`src/hdl/mrb_pkg.sv`:
```
// Package with the constants, types and state codes of the maximal rectangle unit.
`timescale 1ns / 1ps

package mrb_pkg;

	localparam int MAX_COLS = 64;
	localparam int MAX_ROWS = 1024;
	localparam int COL_W    = $clog2(MAX_COLS);
	localparam int CNT_W    = $clog2(MAX_COLS + 1);
	localparam int HT_W     = $clog2(MAX_ROWS + 1);
	localparam int AREA_W   = 17;
	localparam int PROD_W   = HT_W + CNT_W;
	localparam logic [AREA_W-1:0] AREA_MAX = {AREA_W{1'b1}};

	typedef enum logic [2:0] {
		ST_IDLE,
		ST_HT,
		ST_CMP,
		ST_POP_CMP,
		ST_FLUSH,
		ST_POP_FLUSH,
		ST_EMIT
	} mrb_state_t;

	// One stack entry: the column and the height that column had in this row.
	typedef struct packed {
		logic [COL_W-1:0] idx;
		logic [HT_W-1:0]  height;
	} stk_entry_t;

	typedef struct packed {
		logic             we;
		logic             clear;
		logic [COL_W-1:0] waddr;
		logic [HT_W-1:0]  wdata;
	} ht_wr_t;

	typedef struct packed {
		logic             valid;
		logic [HT_W-1:0]  height;
		logic [CNT_W-1:0] span;
	} score_req_t;

endpackage

```
`src/hdl/mrb_if.sv`:
```
// Interfaces of the cell input channel and the area result channel.
`timescale 1ns / 1ps

interface mrb_cell_if;
	logic valid;
	logic ready;
	logic cell_bit;
	logic last_cell;
	modport source (output valid, output cell_bit, output last_cell, input ready);
	modport sink (input valid, input cell_bit, input last_cell, output ready);
endinterface

interface mrb_area_if;
	import mrb_pkg::*;
	logic              valid;
	logic              ready;
	logic [AREA_W-1:0] max_area;
	modport source (output valid, output max_area, input ready);
	modport sink (input valid, input max_area, output ready);
endinterface

```
`src/hdl/mrb_height_mem.sv`:
```
// Column height memory with per-column valid bits that read as zero until written.
`timescale 1ns / 1ps

module mrb_height_mem
	import mrb_pkg::*;
(
	input  logic             clk,
	input  logic             arst_n,
	input  logic [COL_W-1:0] raddr,
	output logic [HT_W-1:0]  rdata,
	input  ht_wr_t           wr
);

	logic [HT_W-1:0]     mem [MAX_COLS];
	logic [MAX_COLS-1:0] vld_q;
	logic [HT_W-1:0]     rdata_q;
	logic                rvld_q;

	always_ff @(posedge clk) begin
		if (wr.we) begin
			mem[wr.waddr] <= wr.wdata;
		end
		rdata_q <= mem[raddr];
	end

	always_ff @(posedge clk or negedge arst_n) begin
		if (!arst_n) begin
			vld_q  <= '0;
			rvld_q <= 1'b0;
		end else begin
			rvld_q <= vld_q[raddr];
			if (wr.clear) begin
				vld_q <= '0;
			end else if (wr.we) begin
				vld_q[wr.waddr] <= 1'b1;
			end
		end
	end

	assign rdata = rvld_q ? rdata_q : '0;

endmodule

```
`src/hdl/mrb_stack_mem.sv`:
```
// Index stack memory: one write port and one registered read port.
`timescale 1ns / 1ps

module mrb_stack_mem
	import mrb_pkg::*;
(
	input  logic             clk,
	input  logic             we,
	input  logic [COL_W-1:0] waddr,
	input  stk_entry_t       wdata,
	input  logic [COL_W-1:0] raddr,
	output stk_entry_t       rdata
);

	stk_entry_t mem [MAX_COLS];
	stk_entry_t rdata_q;

	always_ff @(posedge clk) begin
		if (we) begin
			mem[waddr] <= wdata;
		end
		rdata_q <= mem[raddr];
	end

	assign rdata = rdata_q;

endmodule

```
`src/hdl/mrb_score.sv`:
```
// Area scoring: registered height times span, then saturate and keep the maximum.
`timescale 1ns / 1ps

module mrb_score
	import mrb_pkg::*;
(
	input  logic              clk,
	input  logic              arst_n,
	input  score_req_t        req,
	input  logic              clear,
	output logic [AREA_W-1:0] best
);

	logic [PROD_W-1:0] prod_s1;
	logic              vld_s1;
	logic [AREA_W-1:0] best_q;
	logic [AREA_W-1:0] sat;

	always_ff @(posedge clk) begin
		prod_s1 <= PROD_W'(req.height) * PROD_W'(req.span);
	end

	assign sat = (prod_s1 > PROD_W'(AREA_MAX)) ? AREA_MAX : prod_s1[AREA_W-1:0];

	always_ff @(posedge clk or negedge arst_n) begin
		if (!arst_n) begin
			vld_s1 <= 1'b0;
			best_q <= '0;
		end else begin
			vld_s1 <= req.valid;
			if (clear) begin
				best_q <= '0;
			end else if (vld_s1 && sat > best_q) begin
				best_q <= sat;
			end
		end
	end

	assign best = best_q;

`ifndef SYNTH
	// A product still in flight when the best value is cleared would be lost.
	a_no_clear_in_flight: assert property (@(posedge clk) disable iff (!arst_n)
		!(clear && vld_s1))
		else $error("best area cleared while a product is pending");
`endif

endmodule

```
`src/hdl/maximal_rectangle_binary_matrix_unit.sv`:
```
// Top level: sequencer for the histogram and monotonic stack area search.
//
//   channel    dir  handshake      payload
//   cell_in    in   valid/ready    cell_bit, last_cell
//   area_out   out  valid/ready    max_area (17 bits)
//   cfg        in   cfg_we         cfg_wdata = row_width (7 bits)
//
// A cell passes through accept, height read, and compare and push; every stack pop
// adds a pop state and a return to compare, as the stack memory read is registered.
// A row end flushes the stack: a flush state, then a pop and a flush per remaining entry.
// A last cell adds a state that loads the result register, and waits there while
// an earlier result is still untaken. Reset needs no clearing pass.
`timescale 1ns / 1ps

module maximal_rectangle_binary_matrix_unit
	import mrb_pkg::*;
(
	input  logic         clk,
	input  logic         arst_n,
	input  logic         cfg_we,
	input  logic [6:0]   cfg_wdata,
	mrb_cell_if.sink     cell_in,
	mrb_area_if.source   area_out
);

	mrb_state_t        state_q, state_d;
	logic [6:0]        row_width_q;
	logic [COL_W-1:0]  col_pos_q;
	logic [COL_W-1:0]  j_q;
	logic              bit_q;
	logic              last_q;
	logic [HT_W-1:0]   cur_q;
	logic [CNT_W-1:0]  count_q;
	stk_entry_t        top_q;
	logic              out_valid_q;
	logic [AREA_W-1:0] area_q;

	logic [HT_W-1:0]   ht_rdata;
	logic [HT_W-1:0]   ht_next;
	ht_wr_t            ht_wr;
	stk_entry_t        stk_rdata;
	logic              stk_we;
	score_req_t        score_req;
	logic [AREA_W-1:0] best;
	logic              score_clear;

	logic              accept;
	logic [CNT_W-1:0]  width_eff;
	logic [CNT_W-1:0]  j_plus1;
	logic              row_end;
	logic              pop_now;
	logic              out_free;
	logic [CNT_W-1:0]  span_end;
	logic [CNT_W-1:0]  span_left;

	assign accept    = cell_in.valid && cell_in.ready;
	assign width_eff = (row_width_q == '0) ? CNT_W'(1)
		: (row_width_q > 7'(MAX_COLS)) ? CNT_W'(MAX_COLS) : CNT_W'(row_width_q);
	assign j_plus1   = CNT_W'(j_q) + CNT_W'(1);
	assign row_end   = last_q || (j_plus1 >= width_eff);
	assign pop_now   = (count_q != '0) && (top_q.height > cur_q);
	assign out_free  = !out_valid_q || area_out.ready;

	always_comb begin
		if (bit_q) begin
			ht_next = (ht_rdata < HT_W'(MAX_ROWS)) ? ht_rdata + HT_W'(1) : HT_W'(MAX_ROWS);
		end else begin
			ht_next = '0;
		end
	end

	// A pop in the compare phase ends its span at the current column, a flush pop
	// just after it.
	assign span_end  = (state_q == ST_POP_FLUSH) ? j_plus1 : CNT_W'(j_q);
	assign span_left = (count_q >= CNT_W'(2)) ? CNT_W'(stk_rdata.idx) + CNT_W'(1) : '0;

	// Next state.
	always_comb begin
		state_d = state_q;
		unique case (state_q)
			ST_IDLE: begin
				if (accept) begin
					state_d = ST_HT;
				end
			end
			ST_HT: state_d = ST_CMP;
			ST_CMP: begin
				if (pop_now) begin
					state_d = ST_POP_CMP;
				end else if (row_end) begin
					state_d = ST_FLUSH;
				end else begin
					state_d = ST_IDLE;
				end
			end
			ST_POP_CMP: state_d = ST_CMP;
			ST_FLUSH: begin
				if (count_q != '0) begin
					state_d = ST_POP_FLUSH;
				end else if (last_q) begin
					state_d = ST_EMIT;
				end else begin
					state_d = ST_IDLE;
				end
			end
			ST_POP_FLUSH: state_d = ST_FLUSH;
			ST_EMIT: begin
				if (out_free) begin
					state_d = ST_IDLE;
				end
			end
			default: state_d = ST_IDLE;
		endcase
	end

	// Control outputs.
	always_comb begin
		ht_wr            = '0;
		ht_wr.waddr      = j_q;
		ht_wr.wdata      = ht_next;
		stk_we           = 1'b0;
		score_req        = '0;
		score_req.height = top_q.height;
		score_req.span   = (span_end >= span_left) ? span_end - span_left : '0;
		score_clear      = 1'b0;
		cell_in.ready    = 1'b0;
		unique case (state_q)
			ST_IDLE:      cell_in.ready = 1'b1;
			ST_HT:        ht_wr.we = 1'b1;
			ST_CMP:       stk_we = !pop_now && (count_q < CNT_W'(MAX_COLS));
			ST_POP_CMP,
			ST_POP_FLUSH: score_req.valid = 1'b1;
			ST_FLUSH:     ;
			ST_EMIT: begin
				ht_wr.clear = out_free;
				score_clear = out_free;
			end
			default:      ;
		endcase
	end

	always_ff @(posedge clk) begin
		if (accept) begin
			bit_q  <= cell_in.cell_bit;
			last_q <= cell_in.last_cell;
			j_q    <= col_pos_q;
		end
		if (state_q == ST_HT) begin
			cur_q <= ht_next;
		end
		if (state_q == ST_EMIT && out_free) begin
			area_q <= best;
		end
		if (stk_we) begin
			top_q <= '{idx: j_q, height: cur_q};
		end else if (score_req.valid) begin
			top_q <= stk_rdata;
		end
	end

	always_ff @(posedge clk or negedge arst_n) begin
		if (!arst_n) begin
			state_q     <= ST_IDLE;
			row_width_q <= 7'(MAX_COLS);
			col_pos_q   <= '0;
			count_q     <= '0;
			out_valid_q <= 1'b0;
		end else begin
			state_q <= state_d;
			if (cfg_we) begin
				row_width_q <= cfg_wdata;
			end
			if (state_q == ST_CMP && !pop_now) begin
				col_pos_q <= row_end ? '0 : j_plus1[COL_W-1:0];
			end
			if (stk_we) begin
				count_q <= count_q + CNT_W'(1);
			end else if (score_req.valid) begin
				count_q <= count_q - CNT_W'(1);
			end
			if (state_q == ST_EMIT && out_free) begin
				out_valid_q <= 1'b1;
			end else if (area_out.ready) begin
				out_valid_q <= 1'b0;
			end
		end
	end

	assign area_out.valid    = out_valid_q;
	assign area_out.max_area = area_q;

	mrb_height_mem u_height (
		.clk    (clk),
		.arst_n (arst_n),
		.raddr  (col_pos_q),
		.rdata  (ht_rdata),
		.wr     (ht_wr)
	);

	// The stack read always looks at the entry just below the cached top.
	mrb_stack_mem u_stack (
		.clk   (clk),
		.we    (stk_we),
		.waddr (count_q[COL_W-1:0]),
		.wdata ('{idx: j_q, height: cur_q}),
		.raddr (COL_W'(count_q - CNT_W'(2))),
		.rdata (stk_rdata)
	);

	mrb_score u_score (
		.clk    (clk),
		.arst_n (arst_n),
		.req    (score_req),
		.clear  (score_clear),
		.best   (best)
	);

`ifndef SYNTH
	a_count_bound: assert property (@(posedge clk) disable iff (!arst_n)
		count_q <= CNT_W'(MAX_COLS))
		else $error("stack count above capacity");

	a_empty_at_emit: assert property (@(posedge clk) disable iff (!arst_n)
		state_q == ST_EMIT |-> count_q == '0)
		else $error("result emitted with entries left on the stack");

	a_pop_nonempty: assert property (@(posedge clk) disable iff (!arst_n)
		score_req.valid |-> count_q != '0)
		else $error("pop from an empty stack");
`endif

endmodule

```
`src/flat_wrapper.sv`:
```
// flat-port wrapper written by rule: the top's interface ports become plain ports
module maximal_rectangle_binary_matrix_unit_flat import mrb_pkg::*;
  (clk, arst_n, cfg_we, cfg_wdata, cell_in_valid, cell_in_cell_bit, cell_in_last_cell, cell_in_ready, area_out_valid, area_out_max_area, area_out_ready);
  mrb_cell_if cell_in_i ();
  mrb_area_if area_out_i ();
  input  logic clk;
  input  logic arst_n;
  input  logic cfg_we;
  input  logic [6:0] cfg_wdata;
  input wire logic [$bits(cell_in_i.valid)-1:0] cell_in_valid;
  input wire logic [$bits(cell_in_i.cell_bit)-1:0] cell_in_cell_bit;
  input wire logic [$bits(cell_in_i.last_cell)-1:0] cell_in_last_cell;
  output wire logic [$bits(cell_in_i.ready)-1:0] cell_in_ready;
  output wire logic [$bits(area_out_i.valid)-1:0] area_out_valid;
  output wire logic [$bits(area_out_i.max_area)-1:0] area_out_max_area;
  input wire logic [$bits(area_out_i.ready)-1:0] area_out_ready;
  assign cell_in_i.valid = cell_in_valid;
  assign cell_in_i.cell_bit = cell_in_cell_bit;
  assign cell_in_i.last_cell = cell_in_last_cell;
  assign cell_in_ready = cell_in_i.ready;
  assign area_out_valid = area_out_i.valid;
  assign area_out_max_area = area_out_i.max_area;
  assign area_out_i.ready = area_out_ready;
  maximal_rectangle_binary_matrix_unit u_core (.clk(clk), .arst_n(arst_n), .cfg_we(cfg_we), .cfg_wdata(cfg_wdata), .cell_in(cell_in_i), .area_out(area_out_i));
endmodule
```
`config.mk`:
```
export PLATFORM = sky130hd
export DESIGN_NAME = maximal_rectangle_binary_matrix_unit_flat
export DESIGN_NICKNAME = d
export VERILOG_FILES = /design/src/hdl/mrb_pkg.sv /design/src/hdl/mrb_if.sv /design/src/hdl/mrb_height_mem.sv /design/src/hdl/mrb_stack_mem.sv /design/src/hdl/mrb_score.sv /design/src/hdl/maximal_rectangle_binary_matrix_unit.sv /design/src/flat_wrapper.sv
export SDC_FILE = /design/constraint.sdc
export NUM_CORES = 2
export LEC_CHECK = 0
export ABC_AREA = 1
export BUFFER_PORTS_ARGS = -buffer_cell sky130_fd_sc_hd__clkbuf_2
export CELL_PAD_IN_SITES_DETAIL_PLACEMENT = 1
export CELL_PAD_IN_SITES_GLOBAL_PLACEMENT = 2
export CORE_UTILIZATION = 47
export CTS_BUF_LIST = sky130_fd_sc_hd__clkbuf_16
export DETAILED_ROUTE_END_ITERATION = 8
export GPL_TIMING_DRIVEN = 0
export PLACE_DENSITY_LB_ADDON = 0.05
export SLEW_MARGIN = 20
export SYNTH_ARGS = -nofsm -noshare
export SYNTH_HDL_FRONTEND = slang
export SYNTH_SLANG_ARGS = --single-unit
```
`constraint.sdc`:
```
create_clock -name clk -period 17 [get_ports clk]
set_input_delay 0 -clock clk [delete_from_list [all_inputs] [get_ports clk]]
set_output_delay 0 -clock clk [all_outputs]
set_load 0.01 [all_outputs]
```
==> metrics.txt <==
# TYPE chip_impl_metric gauge
chip_impl_metric{name="layout_worst_path_cycle_share",unit="%"} 49.6
chip_impl_metric{name="max-vdd-ir-drop",unit="mV"} 0.192
chip_impl_metric{name="grt_overflow_total",unit=""} 0
chip_impl_metric{name="final_cell_count_no_fill",unit=""} 10441
chip_impl_metric{name="routed_wirelength",unit="um"} 329000
chip_impl_metric{name="tns",unit="ns"} 0
chip_impl_metric{name="synth_edf_count",unit=""} 1839
chip_impl_metric{name="skew",unit="ns"} 0.0402
chip_impl_metric{name="port_buffers",unit=""} 31
chip_impl_info{name="critical_path.endpoint_type",value="register"} 1
chip_impl_metric{name="timing.hold.ws",unit="ns"} 0.0881
chip_impl_metric{name="cap_violations",unit=""} 0
chip_impl_metric{name="fp.dieH",unit="um"} 426
chip_impl_info{name="synth_area_leaders",value="sky130_fd_sc_hd__edfxtp_1, sky130_fd_sc_hd__nand2_1, sky130_fd_sc_hd__nor2_1"} 1
chip_impl_metric{name="critical_path_at",unit="ns"} 9.19
chip_impl_metric{name="routability_congestion",unit=""} 0.963
chip_impl_metric{name="holdPathStages",unit=""} 5
chip_impl_metric{name="proportion_of_synthesized_chip_area_in_sequential_cells",unit="%"} 69.6
chip_impl_metric{name="maxSlewHeadroom",unit="%"} 18.5
chip_impl_metric{name="ys_ff_latch",unit=""} 1992
chip_impl_metric{name="postLayoutCoreUtil",unit="%"} 55.0
chip_impl_metric{name="cts.htree.levels",unit=""} 4
chip_impl_info{name="cts_tree",value="done"} 1
chip_impl_metric{name="grt_max_degree",unit=""} 66
chip_impl_metric{name="cts_resized",unit=""} 0
chip_impl_metric{name="avgRoutedWirePerCell",unit="um"} 31.5
chip_impl_metric{name="syn_area",unit="um2"} 84500
chip_impl_metric{name="async_flop_share",unit="%"} 5.37
chip_impl_metric{name="yosys.cell_types.count",unit=""} 55
chip_impl_metric{name="postSynthAreaPerCell",unit="um2"} 11.3
chip_impl_info{name="crit_slowest_cell",value="sky130_fd_sc_hd__dfrtp_1"} 1
chip_impl_metric{name="hpwl",unit="um"} 235000
chip_impl_metric{name="fin_area",unit="um2"} 98100
chip_impl_metric{name="dr_total_vias",unit=""} 62058
chip_impl_metric{name="placedCellCount",unit=""} 10008
chip_impl_metric{name="coreArea",unit="um2"} 178000
chip_impl_info{name="run_status",value="complete, no violations"} 1
chip_impl_metric{name="min_tclk_post_route",unit="ns"} 8.44
chip_impl_metric{name="synth.top_cell.area_share",unit="%"} 65.4
chip_impl_metric{name="ant_nets",unit=""} 0
chip_impl_metric{name="die-area",unit="um2"} 181000
chip_impl_metric{name="cts.hold.buffers_added",unit=""} 34
chip_impl_metric{name="final_count_of_hold_timing_violations",unit=""} 0
chip_impl_info{name="synth_ff_type",value="sky130_fd_sc_hd__edfxtp_1"} 1
chip_impl_info{name="hold_path_class",value="input pin to register"} 1
chip_impl_metric{name="placementRows",unit=""} 155
chip_impl_metric{name="clock_sink_count",unit=""} 1992
chip_impl_metric{name="synthCells",unit=""} 7450
chip_impl_info{name="dominant_cell_type_by_area_after_synthesis",value="sky130_fd_sc_hd__edfxtp_1"} 1
chip_impl_metric{name="first_iter_violations",unit=""} 6784
chip_impl_info{name="setup.worst_path.start_class",value="register"} 1
chip_impl_metric{name="power-per-cell-area",unit="nW/um2"} 214
chip_impl_metric{name="first_pass_iteration_count_of_the_detailed_router",unit=""} 6
chip_impl_metric{name="cts_buffers",unit=""} 209
chip_impl_metric{name="drv_slew",unit=""} 0
chip_impl_metric{name="nets",unit=""} 8050
chip_impl_metric{name="cts.path.max_buffers",unit=""} 3
chip_impl_metric{name="floorplan_die_width",unit="um"} 426
chip_impl_metric{name="number_of_global_route_vias_before_repair",unit=""} 62943
chip_impl_metric{name="finalSetupViolations",unit=""} 0
chip_impl_metric{name="drive_above_1_share",unit="%"} 11.3
chip_impl_metric{name="place_area",unit="um2"} 91200
chip_impl_info{name="setup_cp_type",value="register to register"} 1
chip_impl_metric{name="worstSkewPairLatency",unit="ns"} 0.90
chip_impl_info{name="grt_setup_unrepaired",value="false"} 1
chip_impl_metric{name="syn-num-nets",unit=""} 7602
chip_impl_metric{name="critPathMaxStageDelay",unit="ns"} 0.64
chip_impl_metric{name="floorplan.io_pins",unit=""} 33
chip_impl_metric{name="p_leak",unit="nW"} 36.4
chip_impl_metric{name="worst-path-max-fanout",unit=""} 10
chip_impl_metric{name="fillers",unit=""} 18514
chip_impl_info{name="cts_root_buffer",value="sky130_fd_sc_hd__clkbuf_16"} 1
chip_impl_metric{name="ys.warnings.count",unit=""} 0
chip_impl_metric{name="rr_worst_depth",unit=""} 32
chip_impl_metric{name="timing.critical_path.required",unit="ns"} 17.76
chip_impl_info{name="critPathMostFrequentCell",value="sky130_fd_sc_hd__nand2_1"} 1
chip_impl_metric{name="post_cts_buffers",unit=""} 0
chip_impl_metric{name="viasPerCell",unit=""} 5.94
chip_impl_metric{name="grt_pass1_wl",unit="um"} 459000
chip_impl_metric{name="grt_util_all_layers",unit="%"} 36.1
chip_impl_metric{name="area_growth_syn_to_layout",unit="%"} 16.1
chip_impl_metric{name="worstMarginPinSlew",unit="ns"} 1.22
chip_impl_metric{name="drc",unit=""} 0
chip_impl_metric{name="maxClockFrequency",unit="MHz"} 119
chip_impl_metric{name="antenna_violations_before_repair",unit=""} 21
chip_impl_metric{name="clk_transition_reported_paths",unit="ns"} 0.06
chip_impl_metric{name="floorplan.initialDensity",unit="%"} 47.4
[synth_stat cells, drive strengths merged, types with 92 or more instances]
| master | number |
|---|---|
| nand2 | 1543 |
| nand3 | 775 |
| clkbuf | 136 |
| a21oi | 114 |
| edfxtp | 1839 |
| ha | 92 |
| inv | 276 |
| buf | 284 |
| nor2 | 1157 |
| dfrtp | 106 |
| o21ai | 807 |
[critical path, delay by kind of cell, from the launching register on]
family,cells,cell delay [ns]
buffers and inverters,6,1.49
adder cells (fa/ha/maj),7,2.93
AO/OA/AOI/OAI,4,1.04
AND/OR/NAND/NOR,14,1.71
flip-flops,1,0.64
XOR/XNOR,1,0.43
[final cells by class]
type / instances / area [um2] / share of cell area, %
diodes: 5 / 12.5 / 0.0128
plain buffers: 420 / 2100 / 2.14
clock buffers: 214 / 5360 / 5.46
multi-input cells: 4754 / 23100 / 23.6
inverters: 284 / 1070 / 1.09
repair buffers: 237 / 3490 / 3.56
flip-flops and latches: 1992 / 58800 / 60.0
well taps: 2355 / 2950 / 3.01
clock inverters: 180 / 1130 / 1.15
[worst paths after layout]
path | to | from | slack [ns]
setup / recovery | u_core.u_score.prod_s1[14] | u_core.count_q[0] | 8.56
hold / removal | u_core.area_out.valid | area_out_ready | 0.09
setup reg to reg | u_core.u_score.prod_s1[14] | u_core.count_q[0] | 8.56
hold reg to reg | u_core.area_out.max_area[16] | u_core.u_score.best[16] | 0.48
max in group asynchronous | u_core.u_height.vld_q[29] | arst_n | 16.21
min in group asynchronous | u_core.row_width_q[2] | arst_n | 0.33
[stage by stage]
stage	setup WS, ns	power [mW]
final	8.56	21.0
after global routing	8.33	22.0
after CTS	8.80	20.9
after detailed placement	8.82	16.5
after global placement	6.57	16.0
after floorplan	10.45	11.9
[routing by layer]
| metal | GRT usage [%] | vias to the layer above | wire length (um) |
|---|---|---|---|
| met5 | 0 | - | 96 |
| met4 | 23.2 | 14 | 24200 |
| met1 | 43.9 | 31453 | 123000 |
| met2 | 60.1 | 2880 | 159000 |
| met3 | 5.55 | 867 | 22900 |
| li1 | - | 26844 | - |
[logic make-up after synthesis]
kind of cell / count (synthesis) / share of synthesized area (%)
muxes: 4 / 0.0533
adders and majority gates: 138 / 2.45
AOI/OAI and AO/OA: 1032 / 6.41
xor gates and xnor gates: 27 / 0.302
DFF: 1992 / 69.6
and+or+nand+nor: 3553 / 17.4
buffers and inverters: 704 / 3.75
[state kept, by name (all words and copies together), names as in the netlist]
register                  flops
u_core.u_stack.mem         1088
u_core.u_height.mem         704
u_core.u_height.vld_q        64
u_core.u_score.prod_s1       18
u_core.area_out.max_area     17
u_core.u_score.best          17
u_core.u_stack.rdata         17
u_core.cur_q                 11
u_core.score_req             11
u_core.u_height.rdata_q      11
u_core.count_q                7
u_core.row_width_q            7
u_core.col_pos_q              6
u_core.j_q                    6
u_core.state_q                3
u_core.area_out.valid         1
u_core.bit_q                  1
u_core.last_q                 1
u_core.u_height.rvld_q        1
u_core.u_score.vld_s1         1
[power by group]
| part | total (mW) | internal (mW) | leakage [nW] | switching (mW) |
|---|---|---|---|---|
| clock network | 4.41 | 2.43 | 3.42 | 1.97 |
| logic | 10.5 | 2.84 | 14.5 | 7.63 |
| registers | 6.16 | 5.96 | 18.5 | 0.192 |
| total | 21.0 | 11.2 | 36.4 | 9.79 |
[cells in the final DEF (no fill, tap or decap), types with 37 or more instances in the layout]
cell	netlist	layout
sky130_fd_sc_hd__clkbuf_16	0	214
sky130_fd_sc_hd__clkbuf_2	15	47
sky130_fd_sc_hd__nand3_1	764	764
sky130_fd_sc_hd__fa_1	46	46
sky130_fd_sc_hd__buf_16	0	41
sky130_fd_sc_hd__o21ai_0	563	563
sky130_fd_sc_hd__o211ai_1	45	45
sky130_fd_sc_hd__buf_8	0	75
sky130_fd_sc_hd__inv_1	256	314
sky130_fd_sc_hd__buf_1	46	46
sky130_fd_sc_hd__clkbuf_1	121	119
sky130_fd_sc_hd__nand2_1	1540	1540
sky130_fd_sc_hd__buf_4	22	44
sky130_fd_sc_hd__clkinv_1	8	65
sky130_fd_sc_hd__o21ai_1	243	243
sky130_fd_sc_hd__buf_6	24	38
sky130_fd_sc_hd__nor2_2	1	37
sky130_fd_sc_hd__dfrtp_1	106	106
sky130_fd_sc_hd__dfxtp_1	46	46
sky130_fd_sc_hd__nor2_1	1152	1051
sky130_fd_sc_hd__nor2_4	3	68
sky130_fd_sc_hd__edfxtp_1	1839	1839
sky130_fd_sc_hd__buf_2	192	192
sky130_fd_sc_hd__ha_1	92	92
sky130_fd_sc_hd__a21oi_1	113	111
Note: power is estimated with default switching activity, not from simulation.
